===== src/sv/picc_pkg.sv =====
// picc_pkg: types and constants shared by the PI controller core
// word layouts, configuration set, register indexes, sequencer states and commands
// no dependencies
`default_nettype none

package picc_pkg;

    // configuration register indexes
    localparam logic [2:0] REG_PROP_GAIN   = 3'd0;
    localparam logic [2:0] REG_INTEG_GAIN  = 3'd1;
    localparam logic [2:0] REG_INTEG_LIMIT = 3'd2;
    localparam logic [2:0] REG_DRIVE_MIN   = 3'd3;
    localparam logic [2:0] REG_DRIVE_MAX   = 3'd4;

    // action codes of a step word
    localparam logic ACT_COMPUTE = 1'b0;
    localparam logic ACT_CLEAR   = 1'b1;

    // input word
    typedef struct packed {
        logic               action;
        logic signed [15:0] setpoint;
        logic signed [15:0] sample;
        logic        [15:0] step_time;
    } picc_in_t;

    // result word
    typedef struct packed {
        logic signed [31:0] drive;
        logic signed [31:0] integ_now;
    } picc_out_t;

    // configuration set seen by the datapath
    typedef struct packed {
        logic signed [31:0] prop_gain;
        logic signed [31:0] integ_gain;
        logic        [30:0] integ_limit;
        logic signed [31:0] drive_min;
        logic signed [31:0] drive_max;
    } picc_cfg_t;

    // sequencer states
    typedef enum logic [2:0] {
        ST_IDLE,
        ST_MUL_DT,
        ST_INTEG,
        ST_MUL_P,
        ST_MUL_I,
        ST_SUM,
        ST_OUT
    } picc_state_t;

    // operand selection of the shared multiplier
    typedef enum logic [1:0] {
        MUL_ERR_DT,
        MUL_PROP,
        MUL_INTEG
    } picc_mul_sel_t;

    // commands from sequencer to datapath
    typedef struct packed {
        logic          load_step;
        logic          clear_integ;
        logic          mul_en;
        logic          p_load;
        picc_mul_sel_t mul_sel;
        logic          integ_upd;
        logic          sum_en;
        logic          out_load;
    } picc_cmd_t;

endpackage

`default_nettype wire


===== src/sv/picc_regs.sv =====
// picc_regs: configuration register file of the PI controller core
// depends on picc_pkg for register indexes and the configuration struct
`default_nettype none

module picc_regs
    import picc_pkg::*;
(
    input  wire logic        clk,
    input  wire logic        rst_n,
    input  wire logic        cfg_valid,
    output logic             cfg_ready,
    input  wire logic [2:0]  cfg_index,
    input  wire logic [31:0] cfg_data,
    output picc_cfg_t        cfg
);

    picc_cfg_t cfg_reg;
    picc_cfg_t cfg_next;

    assign cfg_ready = 1'b1;
    assign cfg      = cfg_reg;

    // register write decode, unknown indexes are dropped
    always_comb
    begin
        cfg_next = cfg_reg;
        if (cfg_valid)
        begin
            case (cfg_index)
                REG_PROP_GAIN:   cfg_next.prop_gain   = cfg_data;
                REG_INTEG_GAIN:  cfg_next.integ_gain  = cfg_data;
                REG_INTEG_LIMIT: cfg_next.integ_limit = cfg_data[30:0];
                REG_DRIVE_MIN:   cfg_next.drive_min   = cfg_data;
                REG_DRIVE_MAX:   cfg_next.drive_max   = cfg_data;
                default:         cfg_next = cfg_reg;
            endcase
        end
    end

    // register storage
    always_ff @(posedge clk or negedge rst_n)
    begin
        if (!rst_n)
        begin
            cfg_reg.prop_gain   <= 32'sd0;
            cfg_reg.integ_gain  <= 32'sd0;
            cfg_reg.integ_limit <= 31'd0;
            cfg_reg.drive_min   <= 32'sh8000_0000;
            cfg_reg.drive_max   <= 32'sh7FFF_FFFF;
        end
        else
        begin
            cfg_reg <= cfg_next;
        end
    end

endmodule

`default_nettype wire


===== src/sv/picc_ctrl.sv =====
// picc_ctrl: sequencer of the PI controller core
// steps the shared multiplier and accumulate stages, owns the result valid flag
// depends on picc_pkg for states and the command struct
`default_nettype none

module picc_ctrl
    import picc_pkg::*;
(
    input  wire logic clk,
    input  wire logic rst_n,
    input  wire logic step_valid,
    output logic      step_stall,
    input  wire logic step_action,
    output logic      result_valid,
    input  wire logic result_stall,
    output picc_cmd_t cmd
);

    picc_state_t state_reg;
    picc_state_t state_next;
    logic        out_valid_reg;
    logic        out_valid_next;
    logic        step_take;
    logic        out_free;

    assign step_stall   = (state_reg != ST_IDLE);
    assign step_take    = step_valid && !step_stall;
    assign out_free     = !out_valid_reg || !result_stall;
    assign result_valid = out_valid_reg;

    // next state and commands
    always_comb
    begin
        state_next      = state_reg;
        cmd             = '0;
        cmd.mul_sel     = MUL_ERR_DT;
        out_valid_next  = out_valid_reg && result_stall;
        case (state_reg)
            ST_IDLE:
            begin
                if (step_take)
                begin
                    if (step_action == ACT_CLEAR)
                    begin
                        cmd.clear_integ = 1'b1;
                    end
                    else
                    begin
                        cmd.load_step = 1'b1;
                        state_next    = ST_MUL_DT;
                    end
                end
            end
            ST_MUL_DT:
            begin
                cmd.mul_en  = 1'b1;
                cmd.mul_sel = MUL_ERR_DT;
                state_next  = ST_INTEG;
            end
            ST_INTEG:
            begin
                cmd.integ_upd = 1'b1;
                state_next    = ST_MUL_P;
            end
            ST_MUL_P:
            begin
                cmd.p_load  = 1'b1;
                cmd.mul_sel = MUL_PROP;
                state_next  = ST_MUL_I;
            end
            ST_MUL_I:
            begin
                cmd.mul_en  = 1'b1;
                cmd.mul_sel = MUL_INTEG;
                state_next  = ST_SUM;
            end
            ST_SUM:
            begin
                cmd.sum_en = 1'b1;
                state_next = ST_OUT;
            end
            ST_OUT:
            begin
                // wait here only while the output register still holds an untaken word
                if (out_free)
                begin
                    cmd.out_load   = 1'b1;
                    out_valid_next = 1'b1;
                    state_next     = ST_IDLE;
                end
            end
            default:
            begin
                state_next = ST_IDLE;
            end
        endcase
    end

    // state and valid flag
    always_ff @(posedge clk or negedge rst_n)
    begin
        if (!rst_n)
        begin
            state_reg     <= ST_IDLE;
            out_valid_reg <= 1'b0;
        end
        else
        begin
            state_reg     <= state_next;
            out_valid_reg <= out_valid_next;
        end
    end

    // a compute word starts the multiply sequence
    assert property (@(posedge clk) disable iff (!rst_n)
        (step_take && step_action == ACT_COMPUTE) |=> state_reg == ST_MUL_DT)
        else $error("compute word did not start the sequence");

    // a clear word leaves the sequencer idle
    assert property (@(posedge clk) disable iff (!rst_n)
        (step_take && step_action == ACT_CLEAR) |=> state_reg == ST_IDLE)
        else $error("clear word left the sequencer busy");

    // finishing a step always presents a result word
    assert property (@(posedge clk) disable iff (!rst_n)
        (state_reg == ST_OUT && out_free) |=> (result_valid && state_reg == ST_IDLE))
        else $error("finished step did not present a result");

endmodule

`default_nettype wire


===== src/sv/picc_dp.sv =====
// picc_dp: datapath of the PI controller core
// one shared signed multiplier, integral accumulate and clamp, drive sum and clamp
// depends on picc_pkg for word, configuration and command types
`default_nettype none

module picc_dp
    import picc_pkg::*;
(
    input  wire logic      clk,
    input  wire logic      rst_n,
    input  wire picc_in_t  step_word,
    input  wire picc_cfg_t cfg,
    input  wire picc_cmd_t cmd,
    output picc_out_t      result_word
);

    logic signed [16:0] err_reg;
    logic        [15:0] dt_reg;
    logic signed [31:0] integ_reg;
    logic signed [31:0] integ_next;
    logic signed [63:0] prod_reg;
    logic signed [48:0] p_reg;
    logic signed [49:0] drv_reg;
    picc_out_t          out_reg;
    picc_out_t          out_next;

    logic signed [32:0] mul_a;
    logic signed [32:0] mul_b;
    logic signed [65:0] mul_full;
    logic signed [33:0] isum;
    logic signed [33:0] ilim;
    logic signed [49:0] dmax;
    logic signed [49:0] dmin;
    logic signed [49:0] drv_sum;

    // shared multiplier operand select
    always_comb
    begin
        case (cmd.mul_sel)
            MUL_ERR_DT:
            begin
                mul_a = {{16{err_reg[16]}}, err_reg};
                mul_b = {17'd0, dt_reg};
            end
            MUL_PROP:
            begin
                mul_a = {cfg.prop_gain[31], cfg.prop_gain};
                mul_b = {{16{err_reg[16]}}, err_reg};
            end
            MUL_INTEG:
            begin
                mul_a = {cfg.integ_gain[31], cfg.integ_gain};
                mul_b = {integ_reg[31], integ_reg};
            end
            default:
            begin
                mul_a = '0;
                mul_b = '0;
            end
        endcase
    end

    assign mul_full = mul_a * mul_b;

    // integral accumulate and clamp to plus or minus the limit
    assign isum = {{2{integ_reg[31]}}, integ_reg} + {prod_reg[32], prod_reg[32:0]};
    assign ilim = {3'd0, cfg.integ_limit};

    always_comb
    begin
        if (isum > ilim)
        begin
            integ_next = ilim[31:0];
        end
        else if (isum < -ilim)
        begin
            integ_next = 32'(-ilim);
        end
        else
        begin
            integ_next = isum[31:0];
        end
    end

    // proportional plus floored integral term
    assign drv_sum = {p_reg[48], p_reg} + {{2{prod_reg[63]}}, prod_reg[63:16]};

    // drive clamp, upper bound checked first
    assign dmax = {{18{cfg.drive_max[31]}}, cfg.drive_max};
    assign dmin = {{18{cfg.drive_min[31]}}, cfg.drive_min};

    always_comb
    begin
        out_next.integ_now = integ_reg;
        if (drv_reg > dmax)
        begin
            out_next.drive = cfg.drive_max;
        end
        else if (drv_reg < dmin)
        begin
            out_next.drive = cfg.drive_min;
        end
        else
        begin
            out_next.drive = drv_reg[31:0];
        end
    end

    assign result_word = out_reg;

    // integral state
    always_ff @(posedge clk or negedge rst_n)
    begin
        if (!rst_n)
        begin
            integ_reg <= 32'sd0;
        end
        else if (cmd.clear_integ)
        begin
            integ_reg <= 32'sd0;
        end
        else if (cmd.integ_upd)
        begin
            integ_reg <= integ_next;
        end
    end

    // working and output registers
    always_ff @(posedge clk)
    begin
        if (cmd.load_step)
        begin
            err_reg <= {step_word.setpoint[15], step_word.setpoint}
                     - {step_word.sample[15], step_word.sample};
            dt_reg  <= step_word.step_time;
        end
        if (cmd.mul_en)
        begin
            prod_reg <= mul_full[63:0];
        end
        if (cmd.p_load)
        begin
            p_reg <= mul_full[48:0];
        end
        if (cmd.sum_en)
        begin
            drv_reg <= drv_sum;
        end
        if (cmd.out_load)
        begin
            out_reg <= out_next;
        end
    end

    // a clear leaves the integral at zero
    assert property (@(posedge clk) disable iff (!rst_n)
        cmd.clear_integ |=> integ_reg == 32'sd0)
        else $error("integral not zero after clear");

    // an updated integral lies within the limit in force at the update
    assert property (@(posedge clk) disable iff (!rst_n)
        cmd.integ_upd |=>
            ($signed({integ_reg[31], integ_reg}) <=
                 $signed({2'b00, $past(cfg.integ_limit)}) &&
             $signed({integ_reg[31], integ_reg}) >=
                 -$signed({2'b00, $past(cfg.integ_limit)})))
        else $error("integral outside its limit");

endmodule

`default_nettype wire


===== src/sv/pi_controller_with_clamps_core.sv =====
// pi_controller_with_clamps_core: top level of the PI controller with clamps
// joins picc_regs, picc_ctrl and picc_dp; depends on picc_pkg
`default_nettype none

// PI regulator in fixed point. A compute word forms error = setpoint - sample,
// adds error * step_time to the stored integral and clamps it to plus or minus
// integ_limit, then drives prop_gain * error + integ_gain * integral (floored to
// Q16.16), clamped first to drive_max and then to drive_min. A clear word zeroes
// the integral and gives no result. Words are taken one at a time, only while the
// sequencer is idle: the three products go through a single shared 33 x 33
// multiplier, with the integral update after the first of them, followed by the
// drive sum and the clamp stage. The result sits in an output register, so a new
// word is taken while the previous result waits; if that result is still stalled
// when the new step finishes, the sequencer holds in its last stage and takes no
// word until the output register frees. Configuration writes are always ready and
// take effect on the next cycle.

module pi_controller_with_clamps_core
    import picc_pkg::*;
(
    input  wire logic        clk,
    input  wire logic        rst_n,
    input  wire logic        step_valid,
    output logic             step_stall,
    input  wire picc_in_t    step_word,
    output logic             result_valid,
    input  wire logic        result_stall,
    output picc_out_t        result_word,
    input  wire logic        cfg_valid,
    output logic             cfg_ready,
    input  wire logic [2:0]  cfg_index,
    input  wire logic [31:0] cfg_data
);

    picc_cfg_t cfg;
    picc_cmd_t cmd;

    // configuration registers
    picc_regs u_regs (
        .clk       (clk),
        .rst_n     (rst_n),
        .cfg_valid (cfg_valid),
        .cfg_ready (cfg_ready),
        .cfg_index (cfg_index),
        .cfg_data  (cfg_data),
        .cfg       (cfg)
    );

    // sequencer
    picc_ctrl u_ctrl (
        .clk          (clk),
        .rst_n        (rst_n),
        .step_valid   (step_valid),
        .step_stall   (step_stall),
        .step_action  (step_word.action),
        .result_valid (result_valid),
        .result_stall (result_stall),
        .cmd          (cmd)
    );

    // datapath
    picc_dp u_dp (
        .clk         (clk),
        .rst_n       (rst_n),
        .step_word   (step_word),
        .cfg         (cfg),
        .cmd         (cmd),
        .result_word (result_word)
    );

endmodule

`default_nettype wire


===== config.mk =====
export PLATFORM = sky130hd
export DESIGN_NAME = pi_controller_with_clamps_core
export DESIGN_NICKNAME = d
export VERILOG_FILES = /design/src/sv/picc_pkg.sv /design/src/sv/picc_regs.sv /design/src/sv/picc_ctrl.sv /design/src/sv/picc_dp.sv /design/src/sv/pi_controller_with_clamps_core.sv
export SDC_FILE = /design/constraint.sdc
export NUM_CORES = 2
export LEC_CHECK = 0
export BUFFER_PORTS_ARGS = -buffer_cell sky130_fd_sc_hd__buf_2
export CORE_MARGIN = 3
export CORE_UTILIZATION = 45
export CTS_BUF_LIST = sky130_fd_sc_hd__clkbuf_8
export CTS_CLUSTER_SIZE = 25
export DETAILED_ROUTE_END_ITERATION = 10
export PLACE_DENSITY = 0.62
export SYNTH_ARGS = -nofsm -noshare
export SYNTH_HDL_FRONTEND = slang
export SYNTH_SLANG_ARGS = --single-unit

===== constraint.sdc =====
create_clock -name clk -period 11.87 [get_ports clk]
set_input_delay 2.374 -clock clk [delete_from_list [all_inputs] [get_ports clk]]
set_output_delay 2.374 -clock clk [all_outputs]
set_load 0.01 [all_outputs]

==> out/metrics.cfg <==
[synth]
synth_area_leaders=fa_1 (35%), edfxtp_1 (12%), ha_1 (9.4%), inv_1 (7.5%), dfrtp_1 (6.5%)
netlist_area_um2=62800
yosysTopAreaCellShare=0.353
synthDistinctLibCells=88
yosysWarningCount=0
ys.flop_type=edfxtp_1
synth_seq_cells=455
async_flop_share=0.429
syn_inst=6422
avgSynthCellArea_um2=9.79
syn_nets=8093
synth-edff-count=260
yosysTopAreaCell=fa_1
yosysSeqAreaShare=0.203

[sta]
max_freq_mhz=94.1
hold_viol=0
setup_tns_ps=0
tightest_slew_ps=1510
slew_headroom=-0.00435
fin_crit_ps=10620
slew_viol_final=7
fin_skew_ps=66.9
fin_ws_ps=1250
rsz0062_at_grt=no
finalCritPeriodShare=0.895
whs_ps=529
setup_viol=0

[setup_path]
crit_arrival_ps=10970
crit_type=reg -> reg
cp.required_ps=12220
crit_path_start_kind=flop
end_kind=flop
max_stage_delay_ps=940
rrSetupSlack_ps=1250
critPathMostFrequentCell=fa_1
critPathMaxFanout=121
slowest_stage=o311ai_0

[drt]
drt_iter0_drc=4002
wl_per_cell_um=24.3
vias=47500
dr_wl_met3_um=17900
ant_nets=0
first_pass_iters=6
wl_um=206000
avgViaCountPerCell=5.60
routed.top_layer=met5
dr_wl_met2_um=95100
wl_met1_um=80300
drc=0

[layout]
final_cell_mix=inv_1 (1282), fa_1 (1108), nand2_1 (717)
layout-drive-gt1-share=0.101
synthToLayoutAreaGrowth_pct=8.53
largest_reg_flops=159
layout_commonest_cell=inv_1
final_nets=8219

[placed_design]
post-place-ws_ps=1430
dp_hpwl_um=165000
gp_congestion=0.949
numPortBuffers=154

[clock_tree]
insertion_delay_ps=740
cts_resized=0
cts_root_buf=clkbuf_8
cts_buffers=81
cts.sinks=455
cts_tree=done
htree_levels=3
post_cts_buffers=0
cts_buffer_depth=3
path_clk_slew_ps=60
cts_hold_buf=0

[run_status]
violations=slew limit
status=finished, violations left

[grt]
grt_antenna_before_repair=8
first_global_vias=49300
grt_max_degree=122
track_usage=0.287
overflow=0
grt_pass1_wl_um=311000

[floorplanning]
num_rows=136
die_w_um=380
io_pins=156
die_area_um2=144000
core_um2=138000
die_h_um=380
initial_core_util=0.455

[worst_hold_path]
hold_class=reg -> reg

[job]
maxCapViolCount=0

[Yosys cell counts (32+ instances only)]
library cell,n
nor2b_1,36
xnor2_1,140
a221oi_1,52
and2_1,47
a221o_1,46
nand3_1,52
nor2_1,631
clkbuf_1,244
a21o_1,148
mux2_2,107
nand4_1,40
dfrtp_1,163
fa_1,1108
nand2_1,717
nor3_1,44
o21ai_0,166
xor2_1,40
edfxtp_1,260
dfstp_2,32
ha_1,474
nand2b_1,37
a21oi_1,191
mux2i_1,80
inv_1,1258
[area by class of cell]
| cell class | instances | area, um^2 |
|---|---|---|
| well taps | 1863 | 2330 |
| diodes | 2 | 5.00 |
| multi-input cells | 4445 | 44800 |
| flip-flops and latches | 455 | 12700 |
| fillers | 12900 | 69800 |
| inverters | 1260 | 4730 |
| clock inverters | 63 | 439 |
| clock buffers | 87 | 1200 |
| repair buffers | 305 | 1940 |
[path summary, 6_finish.rpt]
path,from,end,depth (start not counted)
setup / recovery,u_ctrl.state_reg[2],u_dp.prod_reg[36],31
hold / removal,u_regs.cfg[7],u_regs.cfg[7],2
setup reg to reg,u_ctrl.state_reg[2],u_dp.prod_reg[36],31
hold reg to reg,u_regs.cfg[7],u_regs.cfg[7],2
max in group asynchronous,rst_n,u_dp.integ_reg[21],2
min in group asynchronous,rst_n,u_dp.integ_reg[13],1
[through the flow]
step           instance area (um^2)   util  cells
2_1_floorplan                 62800      -   6422
3_3_place_gp                  66600  0.482   8328
3_5_place_dp                  66600  0.482   8328
4_1_cts                       68200  0.494   8478
5_1_grt                       68200  0.494   8479
6_report                      68200  0.494   8480
[critical path, delay by kind of cell (launching register included)]
| family | cells | cell delay (ps) |
|---|---|---|
| flops | 1 | 600 |
| buf+inv | 8 | 1300 |
| compound gates | 10 | 2600 |
| simple gates | 4 | 1290 |
| fa+ha+maj | 9 | 4380 |
[kinds of logic (layout without fill, tap and decap cells)]
kind of cell	count (synthesis)	after routing	share of synthesized area
multiplexers	187	187	0.0319
buffers and inverters	1522	1715	0.0914
flip-flops	455	455	0.203
adder cells (fa/ha/maj)	1582	1582	0.447
other	1	3	0.0000597
AO/OA/AOI/OAI	823	823	0.0898
XOR/XNOR	180	180	0.0251
AND/OR/NAND/NOR	1672	1672	0.112
[per-layer routing]
metal	global-route usage	vias up
li1	-	20600
met1	0.372	24200
met2	0.459	2141
met3	0.0600	566
met4	0.140	4
met5	0	-
Power is left out: the tool's default activity adds up to more than one toggle a clock period on the data nets, which glitch-free logic cannot reach.
